==> config.mk <==
export PLATFORM = sky130hd
export DESIGN_NAME = ufwm_dp
export DESIGN_NICKNAME = d
export VERILOG_FILES = /design/src/hw/rtl/ufwm_pkg.sv /design/src/hw/rtl/ufwm_dp.sv
export SDC_FILE = /design/constraint.sdc
export NUM_CORES = 1
export LEC_CHECK = 0
export BUFFER_PORTS_ARGS = -buffer_cell sky130_fd_sc_hd__buf_2
export CAP_MARGIN = 30
export CORE_MARGIN = 4
export CORE_UTILIZATION = 45
export CTS_CLUSTER_DIAMETER = 120
export DETAILED_ROUTE_END_ITERATION = 8
export PLACE_DENSITY = 0.67
export SYNTH_ARGS = -nofsm -noshare
export SYNTH_HDL_FRONTEND = slang
export SYNTH_SLANG_ARGS = --single-unit
==> constraint.sdc <==
create_clock -name i_clk -period 6.7 [get_ports i_clk]
set_input_delay 0.335 -clock i_clk [delete_from_list [all_inputs] [get_ports i_clk]]
set_output_delay 0.335 -clock i_clk [all_outputs]
set_load 0.005 [all_outputs]
==> src/hw/rtl/ufwm_pkg.sv <==
package ufwm_pkg;

    // default grid limit
    localparam int MAX_SIDE_DEF = 64;

    // field widths
    localparam int CFG_W      = 7;
    localparam int ROW_W      = 6;
    localparam int COL_W      = 6;
    localparam int STATUS_W   = 2;
    localparam int CELL_OUT_W = 12;

    // apb port
    localparam int APB_DATA_W = 32;
    localparam int APB_ADDR_W = 3;

    // register index codes, taken from paddr[2]
    localparam logic REG_GRID_WIDTH  = 1'b0;
    localparam logic REG_GRID_HEIGHT = 1'b1;

    // register reset values
    localparam logic [CFG_W-1:0] GRID_WIDTH_RST  = 7'd16;
    localparam logic [CFG_W-1:0] GRID_HEIGHT_RST = 7'd16;

    // input op codes
    localparam logic OP_CLEAR = 1'b0;
    localparam logic OP_WALL  = 1'b1;

    // result status codes
    typedef enum logic [STATUS_W-1:0] {
        ST_OPENED    = 2'd0,
        ST_CONNECTED = 2'd1,
        ST_INVALID   = 2'd2,
        ST_CLEARED   = 2'd3
    } t_status;

    // datapath commands from the controller
    typedef enum logic [3:0] {
        DP_NOP,
        DP_LOAD,
        DP_PREP,
        DP_SWEEP,
        DP_RD,
        DP_WALK,
        DP_COMPRESS,
        DP_NEXT,
        DP_LINK,
        DP_OUT_LOAD
    } t_dp_op;

    // datapath status back to the controller
    typedef struct packed {
        logic sweep_last;
        logic is_clear;
        logic wall_ok;
        logic at_root;
        logic start_is_root;
        logic comp_last;
        logic sel;
        logic out_free;
    } t_dp_stat;

endpackage

==> src/hw/rtl/ufwm_dp.sv <==
module ufwm_dp import ufwm_pkg::*; #(
    parameter int MAX_SIDE = MAX_SIDE_DEF
) (
    input  logic                                   i_clk,
    input  logic                                   i_rst_n,
    input  t_dp_op                                 i_cmd,
    output t_dp_stat                               o_stat,
    input  logic [CFG_W-1:0]                       i_grid_width,
    input  logic [CFG_W-1:0]                       i_grid_height,
    input  logic                                   i_op,
    input  logic [ROW_W-1:0]                       i_row,
    input  logic [COL_W-1:0]                       i_col,
    input  logic                                   i_down,
    output logic                                   o_out_valid,
    input  logic                                   i_out_ready,
    output logic [STATUS_W-1:0]                    o_status,
    output logic [CELL_OUT_W-1:0]                  o_first_cell,
    output logic [CELL_OUT_W-1:0]                  o_second_cell,
    output logic                                   o_mem_we,
    output logic [$clog2(MAX_SIDE*MAX_SIDE)-1:0]   o_mem_waddr,
    output logic [$clog2(MAX_SIDE*MAX_SIDE)-1:0]   o_mem_wdata,
    output logic [$clog2(MAX_SIDE*MAX_SIDE)-1:0]   o_mem_raddr,
    input  logic [$clog2(MAX_SIDE*MAX_SIDE)-1:0]   i_mem_rdata
);

    localparam int DEPTH  = MAX_SIDE * MAX_SIDE;
    localparam int CELL_W = $clog2(DEPTH);
    localparam int SIDE_W = $clog2(MAX_SIDE + 1);
    localparam int VW     = (SIDE_W > CFG_W) ? SIDE_W : CFG_W;
    localparam int MW     = (CELL_W + CFG_W > CELL_OUT_W) ? CELL_W + CFG_W : CELL_OUT_W;

    localparam logic [CELL_W-1:0] LAST_CELL = CELL_W'(DEPTH - 1);

    // latched input beat
    logic             r_op;
    logic [ROW_W-1:0] r_row;
    logic [COL_W-1:0] r_col;
    logic             r_down;

    // search state
    logic [CELL_W-1:0] r_first, r_second;
    logic [CELL_W-1:0] r_cur, r_root, r_r1;
    logic              r_sel;
    t_status           r_status;
    logic [CELL_W-1:0] r_sweep;

    // output register
    logic                  r_out_valid;
    t_status               r_out_status;
    logic [CELL_OUT_W-1:0] r_out_first, r_out_second;

    logic [VW-1:0]     width_ext, height_ext, w_side, h_side;
    logic [VW-1:0]     row_ext, col_ext;
    logic              wall_ok;
    logic [MW-1:0]     first_sum, second_sum;
    logic [MW-1:0]     first_wide, second_wide;
    logic [CELL_W-1:0] start_node;

    // clamp the grid sides to 1..MAX_SIDE
    always_comb begin
        width_ext  = VW'(i_grid_width);
        height_ext = VW'(i_grid_height);
        if (width_ext == '0) begin
            w_side = VW'(1);
        end else if (width_ext > VW'(MAX_SIDE)) begin
            w_side = VW'(MAX_SIDE);
        end else begin
            w_side = width_ext;
        end
        if (height_ext == '0) begin
            h_side = VW'(1);
        end else if (height_ext > VW'(MAX_SIDE)) begin
            h_side = VW'(MAX_SIDE);
        end else begin
            h_side = height_ext;
        end
    end

    // wall check and cell indices
    always_comb begin
        row_ext = VW'(r_row);
        col_ext = VW'(r_col);
        wall_ok = (row_ext < h_side) && (col_ext < w_side);
        if (r_down) begin
            wall_ok = wall_ok && ((row_ext + VW'(1)) < h_side);
        end else begin
            wall_ok = wall_ok && ((col_ext + VW'(1)) < w_side);
        end
        first_sum  = MW'(r_row) * MW'(w_side) + MW'(r_col);
        second_sum = first_sum + (r_down ? MW'(w_side) : MW'(1));
    end

    assign start_node  = r_sel ? r_second : r_first;
    assign first_wide  = MW'(r_first);
    assign second_wide = MW'(r_second);

    // table port drive
    always_comb begin
        o_mem_we    = 1'b0;
        o_mem_waddr = r_cur;
        o_mem_wdata = r_root;
        o_mem_raddr = r_cur;
        unique case (i_cmd)
            DP_SWEEP: begin
                o_mem_we    = 1'b1;
                o_mem_waddr = r_sweep;
                o_mem_wdata = r_sweep;
            end
            DP_WALK: begin
                o_mem_raddr = (i_mem_rdata != r_cur) ? i_mem_rdata : start_node;
            end
            DP_COMPRESS: begin
                o_mem_we    = 1'b1;
                o_mem_raddr = i_mem_rdata;
            end
            DP_LINK: begin
                o_mem_we    = (r_r1 != r_root);
                o_mem_waddr = r_root;
                o_mem_wdata = r_r1;
            end
            default: begin
                o_mem_we = 1'b0;
            end
        endcase
    end

    // status to the controller
    always_comb begin
        o_stat.sweep_last    = (r_sweep == LAST_CELL);
        o_stat.is_clear      = (r_op == OP_CLEAR);
        o_stat.wall_ok       = wall_ok;
        o_stat.at_root       = (i_mem_rdata == r_cur);
        o_stat.start_is_root = (start_node == r_cur);
        o_stat.comp_last     = (i_mem_rdata == r_root);
        o_stat.sel           = r_sel;
        o_stat.out_free      = !r_out_valid || i_out_ready;
    end

    // control registers: sweep counter and output valid
    always_ff @(posedge i_clk) begin
        if (!i_rst_n) begin
            r_sweep     <= '0;
            r_out_valid <= 1'b0;
        end else begin
            if (i_cmd == DP_SWEEP) begin
                r_sweep <= (r_sweep == LAST_CELL) ? '0 : r_sweep + CELL_W'(1);
            end
            if (i_cmd == DP_OUT_LOAD) begin
                r_out_valid <= 1'b1;
            end else if (i_out_ready) begin
                r_out_valid <= 1'b0;
            end
        end
    end

    // payload and search registers
    always_ff @(posedge i_clk) begin
        unique case (i_cmd)
            DP_LOAD: begin
                r_op   <= i_op;
                r_row  <= i_row;
                r_col  <= i_col;
                r_down <= i_down;
            end
            DP_PREP: begin
                r_first  <= first_sum[CELL_W-1:0];
                r_second <= second_sum[CELL_W-1:0];
                r_cur    <= first_sum[CELL_W-1:0];
                r_sel    <= 1'b0;
                if (r_op == OP_CLEAR) begin
                    r_status <= ST_CLEARED;
                end else if (!wall_ok) begin
                    r_status <= ST_INVALID;
                end else begin
                    r_status <= ST_OPENED;
                end
            end
            DP_WALK: begin
                // climb until a node points at itself, then restart for compression
                if (i_mem_rdata != r_cur) begin
                    r_cur <= i_mem_rdata;
                end else begin
                    r_root <= r_cur;
                    r_cur  <= start_node;
                end
            end
            DP_COMPRESS: begin
                r_cur <= i_mem_rdata;
            end
            DP_NEXT: begin
                r_r1  <= r_root;
                r_cur <= r_second;
                r_sel <= 1'b1;
            end
            DP_LINK: begin
                r_status <= (r_r1 != r_root) ? ST_OPENED : ST_CONNECTED;
            end
            DP_OUT_LOAD: begin
                r_out_status <= r_status;
                if (r_status == ST_INVALID || r_status == ST_CLEARED) begin
                    r_out_first  <= '0;
                    r_out_second <= '0;
                end else begin
                    r_out_first  <= first_wide[CELL_OUT_W-1:0];
                    r_out_second <= second_wide[CELL_OUT_W-1:0];
                end
            end
            default: begin
                r_sel <= r_sel;
            end
        endcase
    end

    assign o_out_valid   = r_out_valid;
    assign o_status      = r_out_status;
    assign o_first_cell  = r_out_first;
    assign o_second_cell = r_out_second;

endmodule

After elaboration in Yosys (flattened, before gate mapping):

Index checks and enable logic that the tools add are counted.

* add/subtract/negate cells: 5
* reduce and logical (&&, ||, !) cells: 14
* muxes and demuxes: 21
* $mul: 1
* bitwise operators: 2
* equality and inequality tests: 16
* order comparisons: 6

Operator list (count)
* 12-bit case mux with 2 select lines: 3
* 12-bit case mux with 4 select lines: 1
* 12-bit equality test: 3
* 12-bit two-way mux: 3
* 7-bit two-way mux: 5
* 12-bit != test: 2
* 6-bit by 1-bit adder with 7-bit output (second input constant): 2
* 7-bit greater-than comparator (second input constant): 2
* 7-bit zero test: 2
* 6-bit by 7-bit less-than comparator with 1-bit output: 2
* 7-bit less-than comparator: 2
* 12-bit by 1-bit adder with 12-bit output (second input constant): 1
* 12-bit by 6-bit adder with 12-bit output: 1
* 12-bit by 7-bit adder with 12-bit output: 1
* 12-bit equality test (second input constant): 1
* 4-bit by 3-bit equality test with 1-bit output (second input constant): 3
* 6-bit by 7-bit multiplier with 12-bit output: 1
* 4-bit by 2-bit equality test with 1-bit output (second input constant): 2
* 4-bit equality test (second input constant): 2
* 2-bit nonzero test: 3
* 2-bit equality test (second input constant): 2
* 4-bit by 1-bit equality test with 1-bit output (second input constant): 1
* 1-bit two-way mux: 4
* 2-bit two-way mux: 2
* 9 further kinds: 14

* logic and storage cells: 81
* output and inout port bits: 72
* bits in registers: 116
* input port bits: 47

Longest topological paths before layout:

* depth in word-level cells: 10
* depth in mapped cells: 21
* depth with buffers taken out: 21

Worst setup path after synthesis:

Ideal clock, no wire load.

* kind: input to register
* start: input i_grid_width[6]
* end: register r_second[11] (data pin)
* stages on the path: 20
* library setup time: 0.266 ns
* required time: 6.434 ns
* path slack: 1.522 ns
* path buffers: 1
* arrival: 4.912 ns
* cell sequence: clkbuf_1 > nor2b_1 > and2_1 > fa_1 > ha_1 > inv_1 > fa_1 > fa_1 > inv_1 > ha_1 > a21o_1 > a31o_2 > a21oi_1 > xnor2_1 > ha_1 > or4_1 > o22ai_1 > nor2b_1 > nand4_1 > xor2_1

* cells in the longest elaborated chain, start to end: 6
* elaborated cells between the ends (all ways): 8
* those cells by class: 2 x add/sub; 1 x mul; 1 x order compare; 3 x mux; 1 x reduce/logical

Ends and longest elaborated chain
* start: declaration: RTL line ufwm_dp.sv:8 `input logic [CFG_W-1:0] i_grid_width,`
* 7-bit greater-than comparator: RTL line ufwm_dp.sv:65 `end else if (width_ext > VW'(MAX_SIDE)) begin`
* 7-bit two-way mux: RTL line ufwm_dp.sv:65
* 7-bit two-way mux (*): RTL line ufwm_dp.sv:63 `if (width_ext == '0) begin`
* 6-bit by 7-bit multiplier with 12-bit output (*): RTL line ufwm_dp.sv:89 `first_sum = MW'(r_row) * MW'(w_side) + MW'(r_col);`
* 12-bit by 6-bit adder with 12-bit output (*): RTL line ufwm_dp.sv:89
* net first_sum[6]: RTL line ufwm_dp.sv:55 `logic [MW-1:0] first_sum, second_sum;`
* 12-bit by 7-bit adder with 12-bit output (*): RTL line ufwm_dp.sv:90 `second_sum = first_sum + (r_down ? MW'(w_side) : MW'(1));`
* net second_sum[11]: RTL line ufwm_dp.sv:55
* end signal: assignment: RTL line ufwm_dp.sv:167 `r_second <= second_sum[CELL_W-1:0];`
* end: declaration: RTL line ufwm_dp.sv:41 `logic [CELL_W-1:0] r_first, r_second;`

The timed path passes the listed nets; every way through them passes the cells marked *.
A chain may end at the register's enable or synchronous reset.

Final worst setup path:

* start: register r_row[2]
* end: register r_second[11] (data pin)

* cells in the longest elaborated chain, start to end: 3

Ends and longest elaborated chain
* start: declaration: RTL line ufwm_dp.sv:36 `logic [ROW_W-1:0] r_row;`
* start signal: assignment: RTL line ufwm_dp.sv:161 `r_row <= i_row;`
* 6-bit by 7-bit multiplier with 12-bit output: RTL line ufwm_dp.sv:89
* 12-bit by 6-bit adder with 12-bit output: RTL line ufwm_dp.sv:89
* net first_sum[6]: RTL line ufwm_dp.sv:55
* 12-bit by 7-bit adder with 12-bit output: RTL line ufwm_dp.sv:90
* net second_sum[11]: RTL line ufwm_dp.sv:55

The timed path passes the listed nets, and every way through them passes these cells.

==> impl_metrics.tcl <==
set metrics [dict create \
    status "finished clean" \
    power_leakage_nw 4.04 \
    fin_ws_ns 1.36 \
    gp_congestion 0.832 \
    grt_max_degree 30 \
    io_buffers 118 \
    fmax_mhz 187 \
    syn_avg_cell_area_um2 10.6 \
    final_nets 1009 \
    rows 48 \
    design_area_um2 9470 \
    fill_cells 1523 \
    drc 0 \
    critPathMaxFanout 12 \
    post_cts_resized 0 \
    postRouteAntennaNets 0 \
    dpl-instance-area_um2 8860 \
    drv_cap 0 \
    syn_inst 757 \
    cp-end-kind "flip-flop" \
    synth_edf_count 103 \
    clk_latency_ns 0.42 \
    async_reset_ff_frac 0 \
    die_w_um 141 \
    setup_violations 0 \
    grtUsageTotal 0.196 \
    ys_warn_count 0 \
    grt_pass1_wl_um 30900 \
    post-cts-setup-buffers 0 \
    slew_headroom 0.318 \
    cp_cell_sequence "and2_1 > fa_1 > ha_1 > inv_1 > fa_1 > fa_1 > inv_1 > ha_1 > a21o_1 > a31o_2 > a21oi_1 > xnor2_1 > ha_1 > or4_1 > o22ai_1 > nor2b_1 > nand4_1 > xor2_1" \
    grt_pass1_vias 5909 \
    critPathLaunchType "flip-flop" \
    hp-class "primary input to flip-flop" \
    synth_cell_types 55 \
    drt_iter0_drc 498 \
    worst_slew_pin_slew_ns 1.02 \
    first_pass_iters 5 \
    hold_buffers 0 \
    cts_root_buf "clkbuf_16" \
    wl_per_cell_um 17.4 \
    cts_tree "built" \
    antenna_found_initial 0 \
    drive_above_1_share 0.190 \
    synth.cell_area_um2 8010 \
    hold_viol 0 \
    critPathRequiredTime_ns 6.84 \
    vias 6093 \
    avgViaCountPerCell 5.47 \
    die_area_um2 20000 \
    finClkSkew_ns 0.00813 \
    dp_cells 1082 \
    power.density_nw_per_um2 244 \
    yosysSeqAreaShare 0.419 \
    cts.sink_count 116 \
    cts_buffers 17 \
    fp.coreArea_um2 17400 \
    utilization 0.546 \
    register_area_um2 3350 \
    clk_pin_slew_worst_paths_ns 0.06 \
    syn_nets 890 \
    wl_um 19400 \
    drv_slew 0 \
    cp.arrival_ns 5.49 \
    dp_slack_ns 1.01 \
    cts_max_path_buffers 2 \
    hpwlAfterDp_um 14900 \
    syn_to_final_growth_pct 18.2 \
    total_power_mw 2.31 \
    synth_seq_cells 116 \
    critPathKind "flip-flop to flip-flop" \
    ys.flop_type "edfxtp_1" \
    vdd_drop_max_uv 196 \
    finalNonFillerCells 1114 \
    slowest_stage "edfxtp_1" \
    multi_input_area_um2 4380 \
    whs_ns 0.0857 \
    layout_min_cycle_time_ns 5.34 \
    cts_max_level 4 \
    setup_tns_ns 0 \
    diodes 0 \
    io_pins 119 \
    die_h_um 141 \
    slowest_delay_ns 0.57 \
    initial_core_util 0.462 \
    overflow 0 \
    timing.final.crit_share 0.798 \
    rsz0062_at_grt "false" \
]
## area by class of cell
cell class	instances	share of cell area
inverter	48	0.0190
clock buffer	21	0.0532
sequential	116	0.354
timing repair buffer	126	0.0699
multi-input combinational	567	0.463
clock inverter	11	0.0115
tap	225	0.0297
## cell families (layout without fill, tap and decap cells)
| kind of cell | after synthesis | after routing | synth area share |
|---|---|---|---|
| fa+ha+maj | 86 | 86 | 0.157 |
| compound gates | 118 | 118 | 0.107 |
| buf+inv | 74 | 206 | 0.0364 |
| flops | 116 | 116 | 0.419 |
| xor+xnor | 86 | 86 | 0.0950 |
| simple gates | 265 | 265 | 0.171 |
| mux | 12 | 12 | 0.0150 |
## layer usage
metal / share of wire / global-route usage
met5: 0 / 0
met4: 0.015 / 0.0652
met3: 0.070 / 0.0431
met2: 0.46 / 0.310
met1: 0.45 / 0.271
## synth_stat cells (all sizes together), types with 2 or more instances
| cell | instances | area share |
|---|---|---|
| a21o | 8 | 0.0075 |
| a21oi | 35 | 0.022 |
| a221o | 25 | 0.031 |
| a221oi | 7 | 0.0077 |
| a22oi | 4 | 0.0037 |
| a31oi | 2 | 0.0016 |
| and2 | 53 | 0.041 |
| and3 | 8 | 0.0064 |
| and4 | 2 | 0.0022 |
| buf | 7 | 0.0048 |
| clkbuf | 19 | 0.0091 |
| dfxtp | 13 | 0.032 |
| edfxtp | 103 | 0.39 |
| fa | 24 | 0.060 |
| ha | 62 | 0.097 |
| inv | 48 | 0.022 |
| mux2i | 12 | 0.015 |
| nand2 | 72 | 0.034 |
| nand2b | 2 | 0.0016 |
| nand3 | 11 | 0.0069 |
| nand4 | 20 | 0.016 |
| nor2 | 39 | 0.019 |
| nor2b | 36 | 0.028 |
| nor3 | 12 | 0.0075 |
| o2111ai | 3 | 0.0041 |
| o211ai | 2 | 0.0019 |
| o21a | 7 | 0.0066 |
| o21ai | 12 | 0.0075 |
| o22ai | 3 | 0.0023 |
| o31a | 2 | 0.0022 |
| or2 | 2 | 0.0016 |
| or3 | 3 | 0.0023 |
| xnor2 | 64 | 0.070 |
| xor2 | 22 | 0.025 |
## placed cells by master (no fill, tap or decap), drive strengths merged, types with 11 or more instances in the layout
cell	netlist	final
ha	62	62
a221o	25	25
edfxtp	103	103
clkbuf	19	21
nor2	39	39
mux2i	12	12
dfxtp	13	13
o21ai	12	12
a21oi	35	35
nor3	12	12
nand3	11	11
inv	48	52
xnor2	64	64
buf	7	126
nand2	72	72
nand4	20	20
nor2b	36	36
and2	53	53
fa	24	24
xor2	22	22
## flip-flops by register name, summed over array words and instances, names as in the netlist
| register | flops |
|---|---|
| o_first_cell | 12 |
| o_out_valid | 1 |
| o_second_cell | 12 |
| o_status | 2 |
| r_col | 6 |
| r_cur | 12 |
| r_down | 1 |
| r_first | 12 |
| r_op | 1 |
| r_r1 | 12 |
| r_root | 12 |
| r_row | 6 |
| r_second | 12 |
| r_sel | 1 |
| r_status | 2 |
| r_sweep | 12 |
## path summary, 6_finish.rpt
check / start / endpoint / slack [ns] / cells after the start
setup / recovery: r_row[2] / r_second[11] / 1.36 / 18
hold / removal: i_row[4] / r_row[4] / 0.09 / 1
setup reg to reg: r_row[2] / r_second[11] / 1.36 / 18
hold reg to reg: r_status[0] / o_status[0] / 0.46 / 0
## critical path, delay by kind of cell (launching register included)
| kind | cells | cell delay [ns] |
|---|---|---|
| xor+xnor | 2 | 0.22 |
| fa+ha+maj | 6 | 2.39 |
| simple gates | 4 | 0.96 |
| flops | 1 | 0.57 |
| compound gates | 4 | 0.83 |
| buf+inv | 2 | 0.09 |
## power by group
part / switching, mW / internal [mW] / leakage (nW)
Clock: 0.342 / 0.581 / 0.304
Sequential: 0.0377 / 0.842 / 1.06
Combinational: 0.285 / 0.223 / 2.67
Total: 0.664 / 1.65 / 4.04
No activity file was read; power rests on OpenSTA's default activity.
