===== src/hw/rtl/ufwm_pkg.sv =====
package ufwm_pkg;

    // default grid limit
    localparam int MAX_SIDE_DEF = 64;

    // field widths
    localparam int CFG_W      = 7;
    localparam int ROW_W      = 6;
    localparam int COL_W      = 6;
    localparam int STATUS_W   = 2;
    localparam int CELL_OUT_W = 12;

    // apb port
    localparam int APB_DATA_W = 32;
    localparam int APB_ADDR_W = 3;

    // register index codes, taken from paddr[2]
    localparam logic REG_GRID_WIDTH  = 1'b0;
    localparam logic REG_GRID_HEIGHT = 1'b1;

    // register reset values
    localparam logic [CFG_W-1:0] GRID_WIDTH_RST  = 7'd16;
    localparam logic [CFG_W-1:0] GRID_HEIGHT_RST = 7'd16;

    // input op codes
    localparam logic OP_CLEAR = 1'b0;
    localparam logic OP_WALL  = 1'b1;

    // result status codes
    typedef enum logic [STATUS_W-1:0] {
        ST_OPENED    = 2'd0,
        ST_CONNECTED = 2'd1,
        ST_INVALID   = 2'd2,
        ST_CLEARED   = 2'd3
    } t_status;

    // datapath commands from the controller
    typedef enum logic [3:0] {
        DP_NOP,
        DP_LOAD,
        DP_PREP,
        DP_SWEEP,
        DP_RD,
        DP_WALK,
        DP_COMPRESS,
        DP_NEXT,
        DP_LINK,
        DP_OUT_LOAD
    } t_dp_op;

    // datapath status back to the controller
    typedef struct packed {
        logic sweep_last;
        logic is_clear;
        logic wall_ok;
        logic at_root;
        logic start_is_root;
        logic comp_last;
        logic sel;
        logic out_free;
    } t_dp_stat;

endpackage


===== src/hw/rtl/ufwm_ctrl.sv =====
module ufwm_ctrl import ufwm_pkg::*; (
    input  logic     i_clk,
    input  logic     i_rst_n,
    input  logic     i_in_valid,
    output logic     o_in_ready,
    input  t_dp_stat i_stat,
    output t_dp_op   o_cmd
);

    typedef enum logic [3:0] {
        S_SWEEP,
        S_IDLE,
        S_PREP,
        S_RD,
        S_WALK,
        S_COMPRESS,
        S_NEXT,
        S_LINK,
        S_DONE
    } t_state;

    t_state r_state, n_state;
    logic   r_report, n_report;

    // next state and datapath command
    always_comb begin
        n_state  = r_state;
        n_report = r_report;
        o_cmd    = DP_NOP;
        unique case (r_state)
            S_SWEEP: begin
                o_cmd = DP_SWEEP;
                if (i_stat.sweep_last) begin
                    n_state = r_report ? S_DONE : S_IDLE;
                end
            end
            S_IDLE: begin
                if (i_in_valid) begin
                    o_cmd   = DP_LOAD;
                    n_state = S_PREP;
                end
            end
            S_PREP: begin
                o_cmd = DP_PREP;
                if (i_stat.is_clear) begin
                    n_state  = S_SWEEP;
                    n_report = 1'b1;
                end else if (!i_stat.wall_ok) begin
                    n_state = S_DONE;
                end else begin
                    n_state = S_RD;
                end
            end
            S_RD: begin
                o_cmd   = DP_RD;
                n_state = S_WALK;
            end
            S_WALK: begin
                o_cmd = DP_WALK;
                if (i_stat.at_root) begin
                    if (i_stat.start_is_root) begin
                        n_state = i_stat.sel ? S_LINK : S_NEXT;
                    end else begin
                        n_state = S_COMPRESS;
                    end
                end
            end
            S_COMPRESS: begin
                o_cmd = DP_COMPRESS;
                if (i_stat.comp_last) begin
                    n_state = i_stat.sel ? S_LINK : S_NEXT;
                end
            end
            S_NEXT: begin
                o_cmd   = DP_NEXT;
                n_state = S_RD;
            end
            S_LINK: begin
                o_cmd   = DP_LINK;
                n_state = S_DONE;
            end
            S_DONE: begin
                if (i_stat.out_free) begin
                    o_cmd    = DP_OUT_LOAD;
                    n_state  = S_IDLE;
                    n_report = 1'b0;
                end
            end
            default: begin
                n_state = S_IDLE;
            end
        endcase
    end

    // state register, reset starts the table clearing pass
    always_ff @(posedge i_clk) begin
        if (!i_rst_n) begin
            r_state  <= S_SWEEP;
            r_report <= 1'b0;
        end else begin
            r_state  <= n_state;
            r_report <= n_report;
        end
    end

    assign o_in_ready = (r_state == S_IDLE);

endmodule


===== config.mk =====
export PLATFORM = sky130hd
export DESIGN_NAME = ufwm_ctrl
export DESIGN_NICKNAME = d
export VERILOG_FILES = /design/src/hw/rtl/ufwm_pkg.sv /design/src/hw/rtl/ufwm_ctrl.sv
export SDC_FILE = /design/constraint.sdc
export NUM_CORES = 1
export LEC_CHECK = 0
export ABC_CLOCK_PERIOD_IN_PS = 3300
export BUFFER_PORTS_ARGS = -buffer_cell sky130_fd_sc_hd__buf_2
export CAP_MARGIN = 20
export CORE_AREA = 5 5 42 44
export CTS_CLUSTER_SIZE = 28
export DETAILED_ROUTE_END_ITERATION = 8
export DIE_AREA = 0 0 47 49
export HOLD_SLACK_MARGIN = 0.15
export PLACE_DENSITY = 0.68
export SLEW_MARGIN = 5
export SYNTH_ARGS = -nofsm -noshare
export SYNTH_HDL_FRONTEND = slang
export SYNTH_SLANG_ARGS = --single-unit

===== constraint.sdc =====
create_clock -name i_clk -period 3.3 [get_ports i_clk]
set_clock_uncertainty 0.05 [all_clocks]
set_input_delay 0.66 -clock i_clk [delete_from_list [all_inputs] [get_ports i_clk]]
set_output_delay 0.66 -clock i_clk [all_outputs]
set_load 0.01 [all_outputs]

# Word level (Yosys, flattened, before mapping)
# Index checks and enable logic that the tools add are counted.
# classes
reduce_logical	4
eq_ne	14
n_mux	17
# op_table
cell	n
one-hot mux 4 bit (9 select lines)	2
two-way mux 4 bit	9
equality test 4 x 3 -> 1 bit (second input constant)	4
inequality test 2 bit (second input constant)	6
equality test 4 x 2 -> 1 bit (second input constant)	2
AND reduction 5 bit	1
equality test 4 x 1 -> 1 bit (second input constant)	1
equality test 4 bit (second input constant)	1
logical NOT 4 bit	1
two-way mux 1 bit	4
AND reduction 3 bit	1
two-way mux 2 bit	1
one-hot mux 1 bit (2 select lines)	1
nonzero test 2 bit	1
# word_totals
output_inout_bits	5
elab_cells	37
input_bits	11
reg_bits	5

# Depth between registers and ports, before layout
# Gate-level depths: netlist (run 1).
# logic_depth
ltp_word	4
mapped_depth	5

# Worst setup path before layout (run 1)
# No wires, ideal clock.
# synth_timing
kind	input-to-output
start	in i_stat[0] (netlist bit)
end	out o_cmd[0]
path_slack_ns	1.515
path_stages	3
path_buffers	0
t_arrival_ns	1.075
path_cell_list	a21boi_1 -> o22ai_1 -> a22o_1
# synth_between
elab_chain_len	2
# synth_lines
item	line	rtl
start: declaration	ufwm_ctrl.sv:6	input t_dp_stat i_stat,
two-way mux 4 bit	ufwm_ctrl.sv:83	if (i_stat.out_free) begin
one-hot mux 4 bit (9 select lines)	ufwm_ctrl.sv:30	unique case (r_state)
end: declaration	ufwm_ctrl.sv:7	output t_dp_op o_cmd
# No other way between the ends.

# Worst setup path after layout (run 1)
# layout_timing
start	reg r_state[2]
end	out o_cmd[0]
# layout_between
elab_chain_len	2
# layout_lines
item	line	rtl
start: declaration	ufwm_ctrl.sv:22	t_state r_state, n_state;
start signal: assignment	ufwm_ctrl.sv:101	r_state <= n_state;
equality test 4 bit (tied with other cells)	ufwm_ctrl.sv:30	
one-hot mux 4 bit (9 select lines) (*)	ufwm_ctrl.sv:30	
# Every way passes the cells marked *; elsewhere a longest branch is shown, timed or not.

==> results.sh, run 1 <==
export IMPL_slew_viol_final=0
export IMPL_mappedNetlistArea_sq_um=439.2
export IMPL_clkTransAtPathRegs_ps=40
export IMPL_antenna_found_initial=0
export IMPL_portBuffers=15
export IMPL_path_buf_inv=2
export IMPL_holdWs_ps=469.1
export IMPL_antenna_left=0
export IMPL_period_share_pct=68.42
export IMPL_grt_first_pass_wirelength_microns=1676
export IMPL_fillerInstances=166
export IMPL_hp_class="flop to flop"
export IMPL_cts_buffers=3
export IMPL_rows=14
export IMPL_worstMarginPinSlew_ps=544.7
export IMPL_slowest_stage="dfxtp_1"
export IMPL_setup_violations=0
export IMPL_dp_hpwl_microns=811.9
export IMPL_ys_flop_type="dfxtp_1"
export IMPL_maxCapViolCount=0
export IMPL_wl_met2_microns=519
export IMPL_wl_microns=1071
export IMPL_ctsLongestPathBuffers=2
export IMPL_io_pins=16
export IMPL_gp_congestion=0.7708
export IMPL_placed_area_sq_um=510.5
export IMPL_power_leakage_nw=0.2244
export IMPL_grt_max_degree=17
export IMPL_layout_setup_ws_ps=1042
export IMPL_drc=0
export IMPL_htreeDepth=1
export IMPL_min_period_ps=2258
export IMPL_p_per_area_nw_per_um2=414.1
export IMPL_cpLargestDelayFamily="flip-flops"
export IMPL_synth_edf_count=0
export IMPL_met3_length_microns=52
export IMPL_nets=83
export IMPL_crit_fanout=16
export IMPL_track_usage_pct=9.789
export IMPL_core_sq_um=1401
export IMPL_synthArstFlopShare_pct=0
export IMPL_synth_cell_types=35
export IMPL_wl_per_cell_microns=12.31
export IMPL_path_cells="inv_2, a21boi_1, o22ai_1, a22o_1, buf_2"
export IMPL_die_area_sq_um=2303
export IMPL_wl_met1_microns=499
export IMPL_syn_mean_instance_area_sq_um=7.842
export IMPL_max_slew_margin_pct=63.64
export IMPL_worst_setup_path_start_kind="flop"
export IMPL_worstPathRequired_ps=2590
export IMPL_grt_overflow_total=0
export IMPL_start_util_pct=31.34
export IMPL_critPathCaptureType="output port"
export IMPL_drive_gt1_share_pct=36.62
export IMPL_worst_skew_pair_late_latency_ps=230
export IMPL_ys_ff_latch=5
export IMPL_critical_path_class="flop to output port"
export IMPL_netlist_instances=56
export IMPL_area_growth_pct=22.22
export IMPL_root_buffer="clkbuf_4"
export IMPL_finish_instance_area_sq_um=536.8
export IMPL_ys_seq_area_share_pct=22.79
export IMPL_cts_setup_buffers=0
export IMPL_ys_warnings_count=0
export IMPL_dieHeight_microns=49
export IMPL_timing_critical_path_arrival_ps=1550
export IMPL_cts_sinks=5
export IMPL_routed_top_layer="met3"
export IMPL_vias=478
export IMPL_clock_fmax_mhz=442.9
export IMPL_place_ws_ps=1268
export IMPL_die_x_microns=47
export IMPL_post_cts_resize_count=0
export IMPL_finalPower_uw=222.3
export IMPL_post_drt_via_cell_ratio=5.494
export IMPL_critPathMaxStageDelay_ps=660
export IMPL_drtIter0Drc=4
export IMPL_setup_tns_ps=0
export IMPL_cts_tree="built"
export IMPL_grt_pass1_vias=418
export IMPL_rsz0062_at_grt="false"
export IMPL_status="completed"
export IMPL_finalHoldViolations=0
export IMPL_antenna_cells=0
export IMPL_peakVddDrop_mv=0.1851
export IMPL_cts_hold_buf=0
export IMPL_dr_pass1_iters=2
export IMPL_syn_nets=67
-- power breakdown --
group	internal, mW	switching, mW
clock	0.0455	0.0216
combinational	0.0375	0.0330
sequential	0.0663	0.0185
total	0.149	0.0731
-- final cells by class --
type                    instances  area, sq um  area share, %
multi-input cells              43        300.3          55.94
well taps                      16        20.02          3.730
inverters                       4        15.01          2.797
flip-flops and latches          5        100.1          18.65
repair buffers                 15        75.07          13.99
clock buffers                   4        26.28          4.895
-- worst reg2reg max path, delay by kind of cell (launching register included) --
family | cells | cell delay, ps
simple gates | 3 | 1000
flops | 1 | 460
compound gates | 1 | 60
-- cell families after synthesis --
| kind of cell | after synthesis | share of synthesized area [%] |
|---|---|---|
| XOR/XNOR | 1 | 1.995 |
| AO/OA/AOI/OAI | 18 | 33.05 |
| AND/OR/NAND/NOR | 23 | 31.05 |
| flip-flops | 5 | 22.79 |
| buffers and inverters | 8 | 8.830 |
| multiplexers | 1 | 2.279 |
-- final timing paths --
path,to,slack (ps),startpoint,cells past startpoint
max,o_cmd[0],1040,r_state[2],5
min,r_report,470,r_report,1
max reg2reg,r_state[1],1640,r_state[0],4
min reg2reg,r_report,470,r_report,1
-- metrics by stage --
step	cells	util [%]
floorplan	56	-
detailed placement	83	36.43
finish	87	38.30
global placement	83	36.43
CTS	87	38.30
global route	87	38.30
-- state kept, by name (all words and copies together), names as in the netlist --
signal	count
r_state	4
r_report	1
-- cell usage after synthesis (2+ instances only) --
master,n,area [sq um]
a21oi_1,3,15.01
dfxtp_1,5,100.1
inv_1,3,11.26
nor2_1,3,11.26
nand2_1,7,26.28
nand3_1,2,10.01
nand2b_1,2,12.51
o21ai_0,2,10.01
nor3_1,3,15.01
-- per-layer routing --
layer  vias up  track usage (%)
met5         -                0
met4         0            5.530
met3         0            1.107
met2         7            15.84
met1       228            11.87
li1        243                -
-- cells in the final DEF (no fill, tap or decap), drive strengths merged --
master / instances
o31a: 1
or4b: 2
nand3: 2
mux2i: 1
a211o: 1
or4: 1
buf: 15
o311a: 1
a211oi: 1
o311ai: 1
xnor2: 1
nand2: 7
o211a: 1
a21oi: 3
clkbuf: 4
a22o: 1
nor2: 3
o22ai: 2
nor4b: 1
a21boi: 1
inv: 4
nor3: 3
nand2b: 3
dfxtp: 5
nor3b: 1
a41oi: 1
o21ai: 4
Note: power is estimated with default switching activity, not from simulation.
==> run 2, diff against run 1 <==
--- a/config.mk
+++ b/config.mk
@@ -5,7 +5,7 @@
 export SDC_FILE = /design/constraint.sdc
 export NUM_CORES = 1
 export LEC_CHECK = 0
-export ABC_CLOCK_PERIOD_IN_PS = 3300
+export ABC_CLOCK_PERIOD_IN_PS = 2100
 export BUFFER_PORTS_ARGS = -buffer_cell sky130_fd_sc_hd__buf_2
 export CAP_MARGIN = 20
 export CORE_AREA = 5 5 42 44
==> constraint.sdc (replaced) <==
create_clock -name i_clk -period 2.1 [get_ports i_clk]
set_clock_uncertainty 0.05 [all_clocks]
set_input_delay 0.42 -clock i_clk [delete_from_list [all_inputs] [get_ports i_clk]]
set_output_delay 0.42 -clock i_clk [all_outputs]
set_load 0.01 [all_outputs]
==> run 2 against run 1 <==
  * Power increased by 57%
  * Global-route usage grew 0.13 points
  * Register-to-register slack worse by 1200 ps
  * Via count decreased by 4.8%
  * Largest cell class unchanged
==> results.sh, run 2 (synthesis results as in run 1) <==
export IMPL_largest_reg_flops=4
export IMPL_worst_setup_path_start_kind="flop"
export IMPL_whs_endpoint="r_report"
export IMPL_mostFrequentLayoutCells="15 x buf_2, 7 x nand2_1, 4 x dfxtp_1"
export IMPL_worst_skew_pair_late_latency_ps=230
export IMPL_peakVddDrop_mv=0.3112
export IMPL_post_cts_resize_count=0
export IMPL_max_slew_margin_pct=67.25
export IMPL_fin_cells=87
export IMPL_ctsLongestPathBuffers=2
export IMPL_portBuffers=15
export IMPL_final_common_cell="buf_2"
export IMPL_cts_setup_buffers=0
export IMPL_min_delay_start="i_rst_n"
export IMPL_hold_depth=2
export IMPL_hp_class="input pin to flop"
export IMPL_antenna_found_initial=0
export IMPL_worstPathRequired_ps=1630
export IMPL_die_area_sq_um=2303
export IMPL_setup_violations=0
export IMPL_place_inst=83
export IMPL_maxCapViolCount=0
export IMPL_dieHeight_microns=49
export IMPL_clock_fmax_mhz=526.7
export IMPL_regMostFlops="r_state"
export IMPL_root_buffer="clkbuf_4"
export IMPL_cts_sinks=5
export IMPL_slowest_stage="dfxtp_1"
export IMPL_finish_instance_area_sq_um=538.0
export IMPL_nets=83
export IMPL_cts_buffers=3
export IMPL_fillerInstances=169
export IMPL_dp_hpwl_microns=809.9
export IMPL_htreeDepth=1
export IMPL_timing_rr_start="r_state[0]"
export IMPL_drc=0
export IMPL_clkTransAtPathRegs_ps=40
export IMPL_antenna_left=0
export IMPL_critPathCaptureType="output port"
export IMPL_r2r_slack_ps=460
export IMPL_die_x_microns=47
export IMPL_cts_hold_buf=0
export IMPL_start_util_pct=31.34
export IMPL_worstMarginPinSlew_ps=490.6
export IMPL_area_growth_pct=22.51
export IMPL_io_pins=16
export IMPL_post_drt_via_cell_ratio=5.230
export IMPL_track_usage_pct=9.923
export IMPL_r2r_cells=4
export IMPL_finalHoldViolations=0
export IMPL_placed_area_sq_um=510.5
export IMPL_dr_pass1_iters=4
export IMPL_rsz0062_at_grt="false"
export IMPL_critical_path_class="flop to output port"
export IMPL_crit_fanout=12
export IMPL_grt_pass1_vias=406
export IMPL_period_share_pct=90.42
export IMPL_wl_per_cell_microns=11.85
export IMPL_vias=455
export IMPL_r2r_end="r_state[3]"
export IMPL_cpLargestDelayFamily="flip-flops"
export IMPL_antenna_cells=0
export IMPL_core_sq_um=1401
export IMPL_min_period_ps=1899
export IMPL_final_util_pct=38.39
export IMPL_critPathMaxStageDelay_ps=550
export IMPL_slew_viol_final=0
export IMPL_drive_gt1_share_pct=38.03
export IMPL_drtIter0Drc=13
export IMPL_path_buf_inv=1
export IMPL_rows=14
export IMPL_path_cells="a21boi_1, o22ai_1, a22o_1, buf_2"
export IMPL_wl_microns=1031
export IMPL_grt_max_degree=17
export IMPL_status="completed"
export IMPL_gp_congestion=0.8075
export IMPL_p_per_area_nw_per_um2=647.5
export IMPL_cts_tree="built"
export IMPL_timing_critical_path_arrival_ps=1430
export IMPL_largestRegisters="r_state (4), r_report (1)"
export IMPL_grt_overflow_total=0
export IMPL_power_leakage_nw=0.2249
export IMPL_grt_first_pass_wirelength_microns=1738
export IMPL_setup_tns_ps=0
run 2: how the worst max path moves through the flow:
stage / startpoint / cells past startpoint / slack (ps) / endpoint
floorplan: r_state[3] / 4 / 560 / o_cmd[0]
global route: r_state[3] / 4 / 50 / o_cmd[0]
CTS: r_state[2] / 5 / 110 / o_cmd[0]
detailed placement: r_state[2] / 5 / 370 / o_cmd[0]
finish: r_state[3] / 4 / 200 / o_cmd[0]
global placement: r_state[2] / 5 / 440 / o_cmd[0]
run 2: layout make-up:
class,count,area (sq um),area share [%]
multi-input cells,43,300.3,55.81
flip-flops and latches,5,101.3,18.84
repair buffers,15,75.07,13.95
clock buffers,4,26.28,4.884
well taps,16,20.02,3.721
inverters,4,15.01,2.791
run 2: metrics by stage:
| stage | hold slack (ps) | worst slack (ps) | total power, mW |
|---|---|---|---|
| after floorplan | 436.1 | 560.1 | 0.2128 |
| after global placement | 454.2 | 439.2 | 0.2423 |
| after detailed placement | 464.2 | 372.9 | 0.2443 |
| after CTS | 396.5 | 110.1 | 0.3572 |
| after global routing | 403.6 | 52.54 | 0.3793 |
| final | 408.2 | 201.2 | 0.3484 |
run 2: per-layer routing:
metal	global-route usage [%]	part of all wire [%]	vias up	routed length (microns)
li1	-	-	238	-
met5	0	0	-	0
met2	13.57	48	7	497
met1	14.25	49	210	502
met4	5.530	0	0	0
met3	1.476	3.0	0	31
run 2: power by group:
part           total (mW)  leakage (nW)  switching [mW]  internal [mW]
registers           0.131        0.0412          0.0270          0.104
clock network       0.106        0.0150          0.0347         0.0715
logic               0.111         0.169          0.0519         0.0589
==> run 3, diff against run 2 <==
--- a/config.mk
+++ b/config.mk
@@ -7,13 +7,15 @@
 export LEC_CHECK = 0
 export ABC_CLOCK_PERIOD_IN_PS = 2100
 export BUFFER_PORTS_ARGS = -buffer_cell sky130_fd_sc_hd__buf_2
-export CAP_MARGIN = 20
+export CAP_MARGIN = 10
 export CORE_AREA = 5 5 42 44
 export CTS_CLUSTER_SIZE = 28
 export DETAILED_ROUTE_END_ITERATION = 8
 export DIE_AREA = 0 0 47 49
 export HOLD_SLACK_MARGIN = 0.15
+export MAX_ROUTING_LAYER = met4
 export PLACE_DENSITY = 0.68
+export REMOVE_ABC_BUFFERS = 1
 export SLEW_MARGIN = 5
 export SYNTH_ARGS = -nofsm -noshare
 export SYNTH_HDL_FRONTEND = slang
==> run 3 against run 2 <==
  * Fmax is 0.66% higher
  * Core utilization stayed put
  * Combinational power hardly changed
  * Count of clock-buffer cells in the layout stayed put
==> results.sh, run 3 (synthesis results as in run 1) <==
export IMPL_status="completed"
export IMPL_rows=14
export IMPL_root_buffer="clkbuf_4"
export IMPL_timing_rr_start="r_state[0]"
export IMPL_routed_top_layer="met3"
export IMPL_track_usage_pct=10.63
export IMPL_vias=482
export IMPL_cts_sinks=5
export IMPL_worst_skew_pair_late_latency_ps=240
export IMPL_cts_hold_buf=0
export IMPL_die_x_microns=47
export IMPL_start_util_pct=31.34
export IMPL_portBuffers=15
export IMPL_max_slew_margin_pct=66.95
export IMPL_drc=0
export IMPL_min_period_ps=1886
export IMPL_grt_pass1_vias=443
export IMPL_rsz0062_at_grt="false"
export IMPL_timing_critical_path_arrival_ps=1420
export IMPL_ctsLongestPathBuffers=2
export IMPL_largestRegisters="r_state (4), r_report (1)"
export IMPL_peakVddDrop_mv=0.2763
export IMPL_final_common_cell="buf_2"
export IMPL_wl_met2_microns=465
export IMPL_antenna_left=0
export IMPL_hp_class="input pin to flop"
export IMPL_grt_max_degree=17
export IMPL_wl_microns=996
export IMPL_critPathCaptureType="output port"
export IMPL_drive_gt1_share_pct=38.03
export IMPL_power_leakage_nw=0.2249
export IMPL_cp_startpoint="r_state[0]"
export IMPL_grt_first_pass_wirelength_microns=1759
export IMPL_r2r_end="r_state[3]"
export IMPL_worst_setup_path_start_kind="flop"
export IMPL_place_ws_ps=388.7
export IMPL_area_growth_pct=22.51
export IMPL_dr_pass1_iters=4
export IMPL_critical_path_class="flop to output port"
export IMPL_die_area_sq_um=2303
export IMPL_wl_per_cell_microns=11.45
export IMPL_crit_fanout=16
export IMPL_crit_path_end="o_cmd[3]"
export IMPL_io_pins=16
export IMPL_post_drt_via_cell_ratio=5.540
export IMPL_r2r_cells=4
export IMPL_p_per_area_nw_per_um2=651.5
export IMPL_gp_congestion=0.8418
export IMPL_mostFrequentLayoutCells="15 x buf_2, 7 x nand2_1, 4 x dfxtp_1"
export IMPL_nets=83
export IMPL_setup_tns_ps=0
export IMPL_setup_violations=0
export IMPL_finalHoldViolations=0
export IMPL_regMostFlops="r_state"
export IMPL_clkTransAtPathRegs_ps=40
export IMPL_grt_overflow_total=0
export IMPL_antenna_cells=0
export IMPL_period_share_pct=89.82
export IMPL_slew_viol_final=0
export IMPL_dp_hpwl_microns=772.8
export IMPL_layout_setup_ws_ps=213.7
export IMPL_worstMarginPinSlew_ps=495.1
export IMPL_clock_fmax_mhz=530.1
export IMPL_drtIter0Drc=4
export IMPL_antenna_found_initial=0
export IMPL_htreeDepth=1
export IMPL_maxCapViolCount=0
export IMPL_cts_tree="built"
export IMPL_r2r_slack_ps=460
export IMPL_cts_buffers=3
export IMPL_largest_reg_flops=4
export IMPL_core_sq_um=1401
export IMPL_worstPathRequired_ps=1630
export IMPL_wl_met1_microns=441
export IMPL_met3_length_microns=89
export IMPL_dieHeight_microns=49
## run 3: cell counts in the layout (fill, tap and decap cells not counted)
Identical to the previous run, type by type.
## run 3: how the worst min path moves through the flow
stage	start	to	slack, ps	depth (start not counted)
floorplan	r_report	r_report	440	1
finish	i_rst_n	r_report	410	2
global placement	r_report	r_report	460	1
CTS	i_rst_n	r_report	400	2
global route	i_rst_n	r_report	410	2
detailed placement	r_report	r_report	460	1
## run 3: per-layer routing
metal	up-vias	global-route usage, %
met5	-	-
met1	224	13.47
met2	17	14.25
met4	0	3.226
met3	0	5.904
li1	241	-
## run 3: report_power, final
part	switching, mW	leakage, nW	internal (mW)
logic	0.0513	0.169	0.0588
registers	0.0273	0.0412	0.104
clock network	0.0371	0.0150	0.0717
total	0.116	0.225	0.235
## run 3: critical path: stages (launching register included)
cell	delay [ps]
dfxtp_1	620
nand2b_1	180
nor3_1	50
nand2_1	110
o21ai_1	60
buf_2	150
## run 3: cell type report
cell class / instances / area (sq um)
clock buffer: 4 / 26.28
fill: 158 / 863.3
inverter: 4 / 15.01
multi-input combinational: 43 / 300.3
sequential: 5 / 101.3
tap: 16 / 20.02
timing repair buffer: 15 / 75.07
## run 3: timing repair
action / 4_1_cts / 5_1_grt
buffers inserted: 0 / 0
resized for setup: 0 / 1
endpoints found under the setup margin: 0 / 1
hold endpoints to repair: 0 / 0
## run 3: through the flow
step                      utilization [%]  std cells  instance area [sq um]  total power, mW  hold WS, ps
after floorplan                         -         52                  415.4           0.2037        436.1
after global placement              36.43         83                  510.5           0.2429        461.7
after detailed placement            36.43         83                  510.5           0.2441        460.0
after CTS                           38.30         87                  536.8           0.3579        399.4
after global routing                38.39         87                  538.0           0.3840        406.5
final                               38.39         87                  538.0           0.3505        406.2
